==> src/hdl/tbec_pkg.sv <==
// shared types and constants for the triangular band energy and correlation block
`timescale 1ns / 1ps
`default_nettype none

package tbec_pkg;

    localparam int NUM_BANDS   = 18;
    localparam int BAND_W      = 5;
    localparam int SAMPLE_W    = 24;
    localparam int WEIGHT_W    = 17;
    localparam int SUM_W       = 56;
    localparam int QUEUE_DEPTH = 4;
    localparam int QPTR_W      = $clog2(QUEUE_DEPTH);
    localparam int QCNT_W      = $clog2(QUEUE_DEPTH + 1);

    // one classified bin on its way from the front to the back
    typedef struct packed {
        logic                       restart;
        logic                       close;
        logic                       last;
        logic [BAND_W-1:0]          band;
        logic [WEIGHT_W-1:0]        wn;
        logic [WEIGHT_W-1:0]        wc;
        logic signed [SAMPLE_W-1:0] xr;
        logic signed [SAMPLE_W-1:0] xi;
        logic signed [SAMPLE_W-1:0] pr;
        logic signed [SAMPLE_W-1:0] pi;
    } entry_t;

    typedef struct packed {
        logic full;
        logic avail;
    } q_status_t;

endpackage

`default_nettype wire

==> src/hdl/tbec_queue.sv <==
// short request queue between the front end and the back end
`timescale 1ns / 1ps
`default_nettype none

module tbec_queue (
    input  wire logic                clk,
    input  wire logic                rst_n,
    input  wire logic                push,
    input  wire tbec_pkg::entry_t    wr_entry,
    input  wire logic                pop,
    output tbec_pkg::q_status_t      status,
    output tbec_pkg::entry_t         head
);
    import tbec_pkg::*;

    entry_t              slot_reg [QUEUE_DEPTH];
    logic [QPTR_W-1:0]   wr_ptr_reg;
    logic [QPTR_W-1:0]   rd_ptr_reg;
    logic [QCNT_W-1:0]   count_reg;
    logic                do_push;
    logic                do_pop;

    assign status.full  = count_reg == QCNT_W'(QUEUE_DEPTH);
    assign status.avail = count_reg != '0;
    assign head         = slot_reg[rd_ptr_reg];
    assign do_push      = push && !status.full;
    assign do_pop       = pop && status.avail;

    always_ff @(posedge clk)
    begin
        if (do_push)
        begin
            slot_reg[wr_ptr_reg] <= wr_entry;
        end
    end

    always_ff @(posedge clk or negedge rst_n)
    begin
        if (!rst_n)
        begin
            wr_ptr_reg <= '0;
            rd_ptr_reg <= '0;
            count_reg  <= '0;
        end
        else
        begin
            if (do_push)
            begin
                wr_ptr_reg <= wr_ptr_reg + QPTR_W'(1);
            end
            if (do_pop)
            begin
                rd_ptr_reg <= rd_ptr_reg + QPTR_W'(1);
            end
            count_reg <= count_reg + QCNT_W'(do_push) - QCNT_W'(do_pop);
        end
    end

endmodule

`default_nettype wire

==> config.mk <==
export PLATFORM = sky130hd
export DESIGN_NAME = tbec_queue
export DESIGN_NICKNAME = d
export VERILOG_FILES = /design/src/hdl/tbec_pkg.sv /design/src/hdl/tbec_queue.sv
export SDC_FILE = /design/constraint.sdc
export NUM_CORES = 1
export LEC_CHECK = 0
export BUFFER_PORTS_ARGS = -buffer_cell sky130_fd_sc_hd__buf_2
export CORE_ASPECT_RATIO = 0.75
export CORE_MARGIN = 10
export CORE_UTILIZATION = 54
export DETAILED_ROUTE_END_ITERATION = 16
export PLACE_DENSITY = 0.8
export SYNTH_ARGS = -nofsm -noshare
export SYNTH_HDL_FRONTEND = slang
export SYNTH_SLANG_ARGS = --single-unit
==> constraint.sdc <==
create_clock -name clk -period 13.43 [get_ports clk]
set_input_delay 0.6715 -clock clk [delete_from_list [all_inputs] [get_ports clk]]
set_output_delay 0.6715 -clock clk [all_outputs]
set_load 0.03 [all_outputs]
==> impl_results.md <==
- Run status: finished clean
- Required @ worst endpoint: about 13 ns
- Inserted Clock Buffers: 50
- FMAX: approximately 0.23 GHz
- Nets: 1,225
- DR vias/cell: 5.72
- CP top delay family: buffers and inverters
- Final Critical Period: 4.31 ns
- Initial antenna violation count: 9
- Design Power: 5700 µW
- CTS sink cnt: ~560
- Final instance area: ~24,000 µm²
- Post-Syn Nets: 910
- Syn Inst Count: ~760
- Hold Path Depth: 1
- Largest net degree at the start of global routing: ~70
- Dpl cell area: 22,300 µm²
- Drt first pass iters: 5
- Hold endpoint: slot_reg[3][1]
- Die Area: about 46,000 µm²
- Worst reg2reg startpoint: count_reg[2]
- Warnings from Yosys: 0
- Worst R2R Setup Slack: between 10 and 15 ns
- Post-synth EDFFs: roughly 550
- Internal: between 3000 and 4000 µW
- Crit Path Max Fanout: 50
- P per Cell Area: around 240 nW/µm²
- Worst setup SP type: register
- Clk network pwr share: around a quarter
- Combinational power share: 33.8%
- Residual DRC: 0
- Core Area: roughly 37,000 µm²
- Die H: around 190 µm
- Congestion Overflow GR: 0
- Seq/Total Area, Yosys: between 80 and 90%
- Post-CTS Setup Bufs: 0
- Post-synth top area share: just over 80%
- Asr flop ratio synth: between 1 and 1.5%
- Slew HR: around 28%
- Buf/Inv on CP: 3
- Critical path class: reg2out
- GP Congestion: between 0.7 and 0.8
- Ports: around 280
- Die X: 244 µm
- Yosys top cell by area: edfxtp_1
- Netlist Area Pre-Place: a little over 20,000 µm²
- Largest register FFs: about 550
- HP Start: wr_entry[1]
- Setup TNS: 0 ns
- Vias in the first global route: 9,786
- Sw Pwr: about 2000 µW
- Clk root buf: clkbuf_16
- Avg WL per Cell: 25.1 µm
- CTS Hold Bufs: 1
- H-tree depth: 2
- Hold Crit Class: in2reg
- Final Hold Fails: 0
- Mean post-synth cell area: 26.8 µm²
- CP endpoint kind: output pin
- CP cell instances: buf_4 > buf_4 > mux4_2 > buf_2
- First-pass GRT wire length: between 60 and 70 mm
- Cts repair resizes: 0
- Most used DFF post-synth: edfxtp_1
- Layout cell share with drive strength beyond 1: a little under half
- Most area-consuming cells after synthesis: edfxtp_1, mux4_2, dfrtp_1, buf_6, ha_1
- Worst R2R Path Depth: 3
- Worst slew pin tran: roughly 1.1 ns
- Synthesis-stage register bit count: 559
- Iter 0 DRT Violations: 705
- CTS Buffer Depth: 3
- Worst skew pair latency: roughly 0.57 ns
- Max Slew Vio Count: 0
- Crit path max-delay cell type: buf_4
- Most Frequent Cell on Critical Path: buf_4
- Slowest stage delay, CP: around 0.86 ns
- Sequential share of power: 42.9%
- Clock slew seen by the registers of the worst setup and hold paths: ~0.07 ns
- RSZ-0062 raised after global routing: no
- Initial Util: a little over half
- Net Sw Frac: 34.4%
- Worst Skew: about 0.020 ns
- Pleak: approximately 0.0081 µW
- Via Count: roughly 9,000
- Reg2Reg Capture Point: slot_reg[2][82]
- Period utilization: between 30% and 40%
- I/O Buffers: 281
- Row count: approximately 60
- CTS tree: done
- Syn-to-layout area delta: 17.0%
- Antenna Violating Nets Remaining: 0
- Final WL: 40.6 mm
- Peak supply drop: 0.168 mV
- Arrival @ worst endpoint: 3.64 ns
- Unique masters post-synth: 23
- Dpl hpwl: around 25 mm
- Max_cap viols: 0
- Endpoints failing setup: 0
- GRT Util Overall: approximately 18%
-- power groups by stage --
stage	logic, µW	clock network, µW	registers (µW)
6_report	1920	1330	2440
2_1_floorplan	1480	0	2430
4_1_cts	1970	1360	2450
3_3_place_gp	1940	0	2450
5_1_grt	2040	1430	2470
3_5_place_dp	1950	0	2480
-- synth_stat cells (2+ instances only) --
master and count:
edfxtp_1 552, mux4_2 138, buf_2 14, buf_6 11, dfrtp_1 7, ha_1 6, inv_1 5, and3b_1 4
nand2b_1 4, xnor2_1 3, buf_4 2, clkbuf_1 2, nand4bb_1 2, o211ai_1 2
-- worst max-delay path by stage --
stage / from / to / slack, ns / cells after the start
after floorplan: count_reg[2] / slot_reg[0][0] / 8.93 / 2
after global placement: rd_ptr_reg[0] / head[68] / 9.63 / 4
after detailed placement: rd_ptr_reg[0] / head[71] / 9.61 / 4
after CTS: rd_ptr_reg[0] / head[22] / 8.99 / 4
after global routing: rd_ptr_reg[0] / head[22] / 8.74 / 4
final: rd_ptr_reg[0] / head[22] / 9.12 / 4
-- cell usage in the layout, fill, tap and decap left out --
master | synthesis | layout
fa_1 | 1 | 1
clkbuf_1 | 2 | 11
and3b_4 | 0 | 4
o31a_1 | 1 | 1
inv_1 | 5 | 5
xor2_1 | 1 | 1
nand2b_1 | 4 | 4
edfxtp_1 | 552 | 552
or3_1 | 1 | 1
clkinv_2 | 0 | 8
clkinvlp_4 | 0 | 1
bufinv_16 | 0 | 3
buf_2 | 14 | 281
o311ai_0 | 1 | 1
clkinv_1 | 0 | 15
dlygate4sd3_1 | 0 | 1
nor3b_2 | 1 | 1
dfrtp_1 | 7 | 5
dfrtp_4 | 0 | 2
inv_6 | 0 | 1
diode_2 | 0 | 2
xnor2_1 | 3 | 3
buf_4 | 2 | 12
nand2_1 | 1 | 1
mux4_2 | 138 | 138
nand4bb_1 | 2 | 2
ha_1 | 6 | 6
clkbuf_16 | 0 | 51
o211ai_1 | 2 | 2
-- through the flow --
stage | utilization (%) | hold slack [ns] | instances | worst slack, ns
floorplan | - | 0.376 | 761 | 8.93
global route | 64.1 | 0.290 | 1618 | 8.74
finish | 64.1 | 0.317 | 1620 | 9.12
CTS | 64.1 | 0.287 | 1618 | 8.99
global placement | 60.0 | 0.520 | 1527 | 9.63
detailed placement | 60.0 | 0.518 | 1527 | 9.61
-- metal layers --
| layer | track usage [%] | wire, µm | part of all wire [%] | vias up |
|---|---|---|---|---|
| met5 | 0 | 88 | 0.22 | - |
| met4 | 4.41 | 824 | 2.0 | 14 |
| met3 | 5.67 | 3530 | 8.7 | 84 |
| met1 | 23.3 | 16200 | 40 | 4856 |
| li1 | - | - | - | 3933 |
| met2 | 27.8 | 20000 | 49 | 380 |
-- worst register-to-register path, cell delays in order (launching register included) --
cell and delay [ns]:
dfrtp_1 0.46, nor3b_2 0.24, and3b_4 0.51, buf_4 0.79
-- final cells by class --
class | instances | area, µm²
fill | 2384 | 13300
clock buffer | 62 | 1320
clock inverter | 28 | 203
antenna | 2 | 5.00
inverter | 5 | 18.8
sequential | 559 | 16800
tap | 504 | 631
multi-input combinational | 166 | 3390
timing repair buffer | 294 | 1510
-- kinds of logic (layout without fill, tap and decap cells) --
logic type	count (synthesis)	in the layout	share of synthesized area, %
xor gates and xnor gates	4	4	0.172
AOI/OAI and AO/OA	4	4	0.160
other	0	2	0
muxes	138	138	15.3
adders and majority gates	7	7	0.467
DFF	559	559	82.2
and+or+nand+nor	13	13	0.516
buffers and inverters	36	389	1.20
Note: power is estimated with default switching activity, not from simulation.
