$ cat config.mk
export PLATFORM = sky130hd
export DESIGN_NAME = tbec_front
export DESIGN_NICKNAME = d
export VERILOG_FILES = /design/src/hdl/tbec_pkg.sv /design/src/hdl/tbec_front.sv
export SDC_FILE = /design/constraint.sdc
export NUM_CORES = 1
export LEC_CHECK = 0
export BUFFER_PORTS_ARGS = -buffer_cell sky130_fd_sc_hd__buf_2
export CAP_MARGIN = 5
export CORE_AREA = 8 8 106 108
export CTS_BUF_LIST = sky130_fd_sc_hd__clkbuf_16
export CTS_CLUSTER_DIAMETER = 100
export CTS_CLUSTER_SIZE = 8
export DETAILED_ROUTE_END_ITERATION = 10
export DIE_AREA = 0 0 114 116
export GPL_ROUTABILITY_DRIVEN = 0
export PLACE_DENSITY = 0.79
export SLEW_MARGIN = 20
export SYNTH_ARGS = -nofsm -noshare
export SYNTH_HDL_FRONTEND = slang
export SYNTH_SLANG_ARGS = --single-unit
export TNS_END_PERCENT = 50
$ cat constraint.sdc
create_clock -name clk -period 6.9 [get_ports clk]
set_clock_uncertainty 0.1 [all_clocks]
set_input_delay 0.69 -clock clk [delete_from_list [all_inputs] [get_ports clk]]
set_output_delay 0.69 -clock clk [all_outputs]
set_load 0.02 [all_outputs]
$ cat src/hdl/tbec_pkg.sv
// shared types and constants for the triangular band energy and correlation block
`timescale 1ns / 1ps
`default_nettype none

package tbec_pkg;

    localparam int NUM_BANDS   = 18;
    localparam int BAND_W      = 5;
    localparam int SAMPLE_W    = 24;
    localparam int WEIGHT_W    = 17;
    localparam int SUM_W       = 56;
    localparam int QUEUE_DEPTH = 4;
    localparam int QPTR_W      = $clog2(QUEUE_DEPTH);
    localparam int QCNT_W      = $clog2(QUEUE_DEPTH + 1);

    // one classified bin on its way from the front to the back
    typedef struct packed {
        logic                       restart;
        logic                       close;
        logic                       last;
        logic [BAND_W-1:0]          band;
        logic [WEIGHT_W-1:0]        wn;
        logic [WEIGHT_W-1:0]        wc;
        logic signed [SAMPLE_W-1:0] xr;
        logic signed [SAMPLE_W-1:0] xi;
        logic signed [SAMPLE_W-1:0] pr;
        logic signed [SAMPLE_W-1:0] pi;
    } entry_t;

    typedef struct packed {
        logic full;
        logic avail;
    } q_status_t;

endpackage

`default_nettype wire

$ cat src/hdl/tbec_front.sv
// front end: band and offset tracking, weight lookup, sample sign extension
`timescale 1ns / 1ps
`default_nettype none

module tbec_front #(
    parameter int BAND_SHIFT  = 2,
    parameter int SAMPLE_BITS = 24
) (
    input  wire logic                                clk,
    input  wire logic                                rst_n,
    input  wire logic                                item_valid,
    output logic                                     item_stall,
    input  wire logic signed [tbec_pkg::SAMPLE_W-1:0] x_real,
    input  wire logic signed [tbec_pkg::SAMPLE_W-1:0] x_imag,
    input  wire logic signed [tbec_pkg::SAMPLE_W-1:0] p_real,
    input  wire logic signed [tbec_pkg::SAMPLE_W-1:0] p_imag,
    input  wire logic                                first_bin,
    input  wire tbec_pkg::q_status_t                 q_status,
    output logic                                     push,
    output tbec_pkg::entry_t                         entry
);
    import tbec_pkg::*;

    localparam logic [WEIGHT_W-1:0] W_ONE = WEIGHT_W'(65536);

    function automatic logic [2:0] band_width(input logic [BAND_W-1:0] b);
        logic [2:0] w;
        begin
            case (b) inside
                [5'd0:5'd7]:   w = 3'd1;
                [5'd8:5'd11]:  w = 3'd2;
                [5'd12:5'd14]: w = 3'd4;
                default:       w = 3'd6;
            endcase
            return w;
        end
    endfunction

    // floor(65536 / width) for the band, before the band shift
    function automatic logic [WEIGHT_W-1:0] recip_base(input logic [BAND_W-1:0] b);
        logic [WEIGHT_W-1:0] r;
        begin
            case (b) inside
                [5'd0:5'd7]:   r = WEIGHT_W'(65536);
                [5'd8:5'd11]:  r = WEIGHT_W'(32768);
                [5'd12:5'd14]: r = WEIGHT_W'(16384);
                default:       r = WEIGHT_W'(10922);
            endcase
            return r;
        end
    endfunction

    function automatic logic signed [SAMPLE_W-1:0] sext(input logic [SAMPLE_W-1:0] v);
        logic signed [SAMPLE_BITS-1:0] s;
        begin
            s = signed'(v[SAMPLE_BITS-1:0]);
            return SAMPLE_W'(s);
        end
    endfunction

    logic [BAND_W-1:0]   band_reg;
    logic [5:0]          offset_reg;
    logic [BAND_W-1:0]   eff_band;
    logic [5:0]          eff_offset;
    logic                accept;
    logic                active;
    logic [6:0]          size;
    logic [6:0]          offset_inc;
    logic                close;
    logic [WEIGHT_W-1:0] recip;
    logic [22:0]         wn_full;
    logic [WEIGHT_W-1:0] wn;

    assign item_stall = q_status.full;
    assign accept     = item_valid && !q_status.full;

    // a new frame starts from band zero, offset zero
    assign eff_band   = first_bin ? '0 : band_reg;
    assign eff_offset = first_bin ? '0 : offset_reg;
    assign active     = eff_band < BAND_W'(NUM_BANDS - 1);

    assign size       = 7'(band_width(eff_band)) << BAND_SHIFT;
    assign recip      = recip_base(eff_band) >> BAND_SHIFT;
    assign wn_full    = 23'(eff_offset) * 23'(recip);
    assign wn         = (wn_full > 23'(W_ONE)) ? W_ONE : wn_full[WEIGHT_W-1:0];
    assign offset_inc = {1'b0, eff_offset} + 7'd1;
    assign close      = offset_inc >= size;

    assign push          = accept && active;
    assign entry.restart = first_bin;
    assign entry.close   = close;
    assign entry.last    = close && (eff_band == BAND_W'(NUM_BANDS - 2));
    assign entry.band    = eff_band;
    assign entry.wn      = wn;
    assign entry.wc      = W_ONE - wn;
    assign entry.xr      = sext(x_real);
    assign entry.xi      = sext(x_imag);
    assign entry.pr      = sext(p_real);
    assign entry.pi      = sext(p_imag);

    always_ff @(posedge clk or negedge rst_n)
    begin
        if (!rst_n)
        begin
            band_reg   <= '0;
            offset_reg <= '0;
        end
        else if (push)
        begin
            if (close)
            begin
                band_reg   <= eff_band + BAND_W'(1);
                offset_reg <= '0;
            end
            else
            begin
                band_reg   <= eff_band;
                offset_reg <= offset_inc[5:0];
            end
        end
    end

endmodule

`default_nettype wire

==> results summary <==
The total of endpoints with negative setup slack in the final report is 0. For this design, the slowest cell found on the critical path is sky130_fd_sc_hd__fa_1. For this run, the total global-route usage over all layers was measured as 13.9%. The maximum cell stage delay along the critical path is between 0.5 and 0.6 ns. The peak ir drop on the vdd network is roughly 0.084 mV. Clock latency on the worst-skew pair, taken at its later pin, is 0.24 ns. Of the available clock period, the critical path in the final layout requires 99.2%. The clock sink count is 11. The share of synthesized cell area in full adder, half adder and majority cells came out at about a fifth. The ratio of total power to cell area came out at about 65 nW/µm².

The count of boundary I/O pins is 242. The endpoint of the worst register-to-register path is band_reg[2]$_DFFE_PN0P_. The clock period minus final worst setup slack is roughly 7 ns. The critical path starts at first_bin. The number of nets with antenna violations after detailed routing is 0. The run finished with clean final reports.

The maximum number of pins on one net before global-route repair is 24. The register-to-register setup slack is about 3.5 ns. TritonCTS built the clock tree.

Dividing the synthesized area by the synthesized cell count gives 7.15 µm². The height of the chip is 116 µm. Counting flops with a built-in enable in the synthesized netlist gives 0. The die footprint is approximately 13000 µm².

The critical path capture point type is a primary output. The final standard cell utilization of the core is a little under half. The kind of cell adding the most delay to the critical path is adder cells. The number of global-route vias before repair came out at 3501.

The wire length of the first global-routing pass is 15.7 mm. The post-cts hold buffer count is 0. The tightest min-delay check is of the input pin to asynchronous set/reset pin type.

The unique cell type count in the Yosys netlist is 60. Of the post-synthesis cell area, the part taken by muxes is approximately 1.1%. The initial core utilization came out at roughly two fifths. The share of the synthesized area in compound gates (AO/OA/AOI/OAI) came out at ~17%.

The total global routing overflow is 0. The number of cells on the worst reg-to-reg path is 17. The critical path depth came out at 30. The routed length per placed instance came out at 14.8 µm. The number of pins exceeding their max-slew limit in the final report came out at 0. The sum of routed wire length over all layers came out at a little under 10 mm. The final hold violation count came to 0. The data required time at the worst endpoint is 6.11 ns. After synthesis, the largest family of logic cells by area is buffers and inverters. The setup TNS is 0 ns. The flip-flop and latch count after synthesis came out at 11. The number of antenna diodes in the final layout is 0. Setup repair after global routing could not meet its margin everywhere. The XOR/XNOR share of the synthesized area came out at 6.06%. The number of buffers and inverters on the critical path is 9. The async set or reset register ratio after synthesis came out at 100%. The fraction of final layout cells with drive strength greater than 1 is between 30 and 40%. The startpoint of the worst register-to-register path is band_reg[0]$_DFFE_PN0P_. Relative to the synthesized area, the layout overhead comes to 16.0%. The net count of the finished layout came out at between 600 and 700.

The die outline width is ~110 µm. The tool flagged a number of max-cap violations equal to 0. Detailed placement ended at an HPWL of just under 8 mm. The count of port buffers added during placement came out at 46. The count of TritonRoute iterations in the first routing pass came out at 4.

The post-synthesis cell count is around 530. The post-detailed-route DRC marker count came out at 0. The post-synthesis simple-gate area fraction is 21.0%. The floorplan step defined a core boundary enclosing 9550 µm². The initial antenna violation count came out at 0. The flip-flop count of the largest register after layout came out at 6. The biggest area contributor in the post-synthesis netlist is sky130_fd_sc_hd__buf_4. Summed over all cells, the static leakage comes to between 2 and 2.5 nW. The data arrival time of the critical path came out at 6.05 ns.

The share of the synthesized area in the top cell type came out at between 20% and 30%. After the first detailed-routing iteration, the DRC count stood at just under 200. By area the synthesized netlist is led by sky130_fd_sc_hd__buf_4 20%, sky130_fd_sc_hd__ha_1 14%, sky130_fd_sc_hd__dfrtp_1 7.3%, sky130_fd_sc_hd__nor2_1 5.9%, sky130_fd_sc_hd__fa_1 5.9%. The clock input transition at the sequential cells of the worst setup and hold paths came out at roughly 0.04 ns. The startpoint type of the worst setup path is an input pin. After synthesis the cells add up to ~3800 µm². The maximum achievable frequency is between 0.1 and 0.15 GHz. The flip-flop cell with the highest count after synthesis is sky130_fd_sc_hd__dfrtp_1. The maximum buffer depth of the clock tree is 2. The sequential fraction of the synthesis area came out at between 7 and 8%. The worst hold slack across all endpoints came out at 0.218 ns. In this run, CTS created clock tree buffers numbering 3.

The site row count is 36. The number of H-tree levels came out at 1. The worst setup path is of the input pin to primary output kind. In this run the worst path has a maximum fanout of 7. The count of synthesis-stage warnings from yosys is 0. The tree is rooted in a sky130_fd_sc_hd__clkbuf_16. The via-per-instance ratio is 5.40. Across all layers, the routed design uses 3553 vias.
==> cell usage after synthesis, types with 3 or more instances <==
master                     count
sky130_fd_sc_hd__buf_4       102
sky130_fd_sc_hd__nor2_1       59
sky130_fd_sc_hd__inv_1        48
sky130_fd_sc_hd__ha_1         42
sky130_fd_sc_hd__nand2_1      40
sky130_fd_sc_hd__o21ai_0      25
sky130_fd_sc_hd__a21oi_1      17
sky130_fd_sc_hd__nand3_1      15
sky130_fd_sc_hd__xnor2_1      15
sky130_fd_sc_hd__dfrtp_1      11
sky130_fd_sc_hd__fa_1         11
sky130_fd_sc_hd__nor3_1       11
sky130_fd_sc_hd__xor2_1       11
sky130_fd_sc_hd__clkbuf_1     10
sky130_fd_sc_hd__buf_2         8
sky130_fd_sc_hd__a21o_1        7
sky130_fd_sc_hd__a31oi_1       7
sky130_fd_sc_hd__nor2b_1       7
sky130_fd_sc_hd__nand4_1       5
sky130_fd_sc_hd__nor3b_1       4
sky130_fd_sc_hd__and3_1        3
sky130_fd_sc_hd__mux2i_1       3
sky130_fd_sc_hd__nand2b_1      3
sky130_fd_sc_hd__o211ai_1      3
sky130_fd_sc_hd__o22ai_1       3
sky130_fd_sc_hd__o31ai_1       3
sky130_fd_sc_hd__o41ai_1       3
sky130_fd_sc_hd__or3_1         3
==> how the worst max path moves through the flow <==
stage / endpoint / slack (ns)
after floorplan: entry[111] / 0.02
after global placement: entry[111] / -0.06
after detailed placement: entry[111] / -0.24
after CTS: entry[111] / 0.004
after global routing: entry[109] / -0.19
final: entry[111] / 0.06
==> worst register-to-register path: stages, from the launching register on <==
cell and delay, ns:
sky130_fd_sc_hd__dfrtp_2 0.47, sky130_fd_sc_hd__nand2_4 0.11, sky130_fd_sc_hd__inv_4 0.04, sky130_fd_sc_hd__ha_4 0.15
sky130_fd_sc_hd__buf_4 0.15, sky130_fd_sc_hd__nor3b_4 0.21, sky130_fd_sc_hd__nand2_1 0.09, sky130_fd_sc_hd__o21ai_2 0.09
sky130_fd_sc_hd__inv_2 0.06, sky130_fd_sc_hd__buf_4 0.14, sky130_fd_sc_hd__ha_1 0.26, sky130_fd_sc_hd__nand2_1 0.06
sky130_fd_sc_hd__nand2_1 0.06, sky130_fd_sc_hd__a21o_1 0.18, sky130_fd_sc_hd__a221o_1 0.47, sky130_fd_sc_hd__nand2_1 0.17
sky130_fd_sc_hd__mux2_2 0.34, sky130_fd_sc_hd__a21oi_1 0.15
==> kinds of logic after synthesis <==
kind of cell	Yosys count
AOI/OAI and AO/OA	94
xor gates and xnor gates	26
adders and majority gates	53
buffers and inverters	171
DFF	11
muxes	4
other	1
and+or+nand+nor	165
==> report_power, final <==
group / switching (mW) / total [mW] / internal [mW]
combinational: 0.0580 / 0.0991 / 0.0411
clock: 0.0282 / 0.104 / 0.0760
sequential: 0.00908 / 0.0792 / 0.0701
==> routing by layer <==
layer | wire length (µm) | vias to the layer above | global-route usage [%]
li1 | - | 1671 | -
met4 | 263 | 0 | 4.17
met5 | 0 | - | 0
met2 | 4830 | 132 | 25.1
met1 | 3880 | 1712 | 15.7
met3 | 786 | 38 | 3.44
==> through the flow <==
step | power [mW] | area [µm²] | cells | worst slack [ns]
floorplan | 0.218 | 3950 | 526 | 0.0189
global placement | 0.166 | 3920 | 643 | -0.0645
detailed placement | 0.169 | 3920 | 643 | -0.240
CTS | 0.276 | 4130 | 653 | 0.00378
global route | 0.300 | 4360 | 658 | -0.194
finish | 0.282 | 4360 | 658 | 0.0561
==> cell type report <==
type,instances,area [µm²]
fillers,934,5190
inverters,49,196
repair buffers,117,800
clock inverters,1,3.75
multi-input cells,344,2840
well taps,133,166
clock buffers,3,75.1
flip-flops and latches,11,277
==> cells in the final DEF, fill, tap and decap left out, types with 4 or more instances in the layout <==
| cell type | netlist | routed |
|---|---|---|
| sky130_fd_sc_hd__o21ai_2 | 0 | 4 |
| sky130_fd_sc_hd__nor2b_1 | 7 | 4 |
| sky130_fd_sc_hd__buf_6 | 1 | 5 |
| sky130_fd_sc_hd__nor2_1 | 59 | 54 |
| sky130_fd_sc_hd__buf_4 | 102 | 69 |
| sky130_fd_sc_hd__dfrtp_1 | 11 | 10 |
| sky130_fd_sc_hd__xor2_1 | 11 | 10 |
| sky130_fd_sc_hd__ha_1 | 42 | 30 |
| sky130_fd_sc_hd__buf_2 | 8 | 42 |
| sky130_fd_sc_hd__xnor2_1 | 15 | 13 |
| sky130_fd_sc_hd__ha_4 | 0 | 8 |
| sky130_fd_sc_hd__a31oi_1 | 7 | 5 |
| sky130_fd_sc_hd__nor3_1 | 11 | 11 |
| sky130_fd_sc_hd__nand3_1 | 15 | 11 |
| sky130_fd_sc_hd__inv_1 | 48 | 39 |
| sky130_fd_sc_hd__nand4_1 | 5 | 5 |
| sky130_fd_sc_hd__nand2_1 | 40 | 37 |
| sky130_fd_sc_hd__ha_2 | 0 | 4 |
| sky130_fd_sc_hd__a21o_1 | 7 | 7 |
| sky130_fd_sc_hd__o21ai_1 | 0 | 6 |
| sky130_fd_sc_hd__nor2_4 | 0 | 5 |
| sky130_fd_sc_hd__inv_2 | 0 | 7 |
| sky130_fd_sc_hd__o21ai_0 | 25 | 15 |
| sky130_fd_sc_hd__a21oi_1 | 17 | 14 |
| sky130_fd_sc_hd__fa_1 | 11 | 11 |
==> what timing repair did <==
action | 4_1_cts | 5_1_grt
resized for setup | 22 | 53
pin swaps | 13 | 40
endpoints found under the setup margin | 7 | 7
buffers inserted | 6 | 5
No activity file was read; power rests on OpenSTA's default activity.
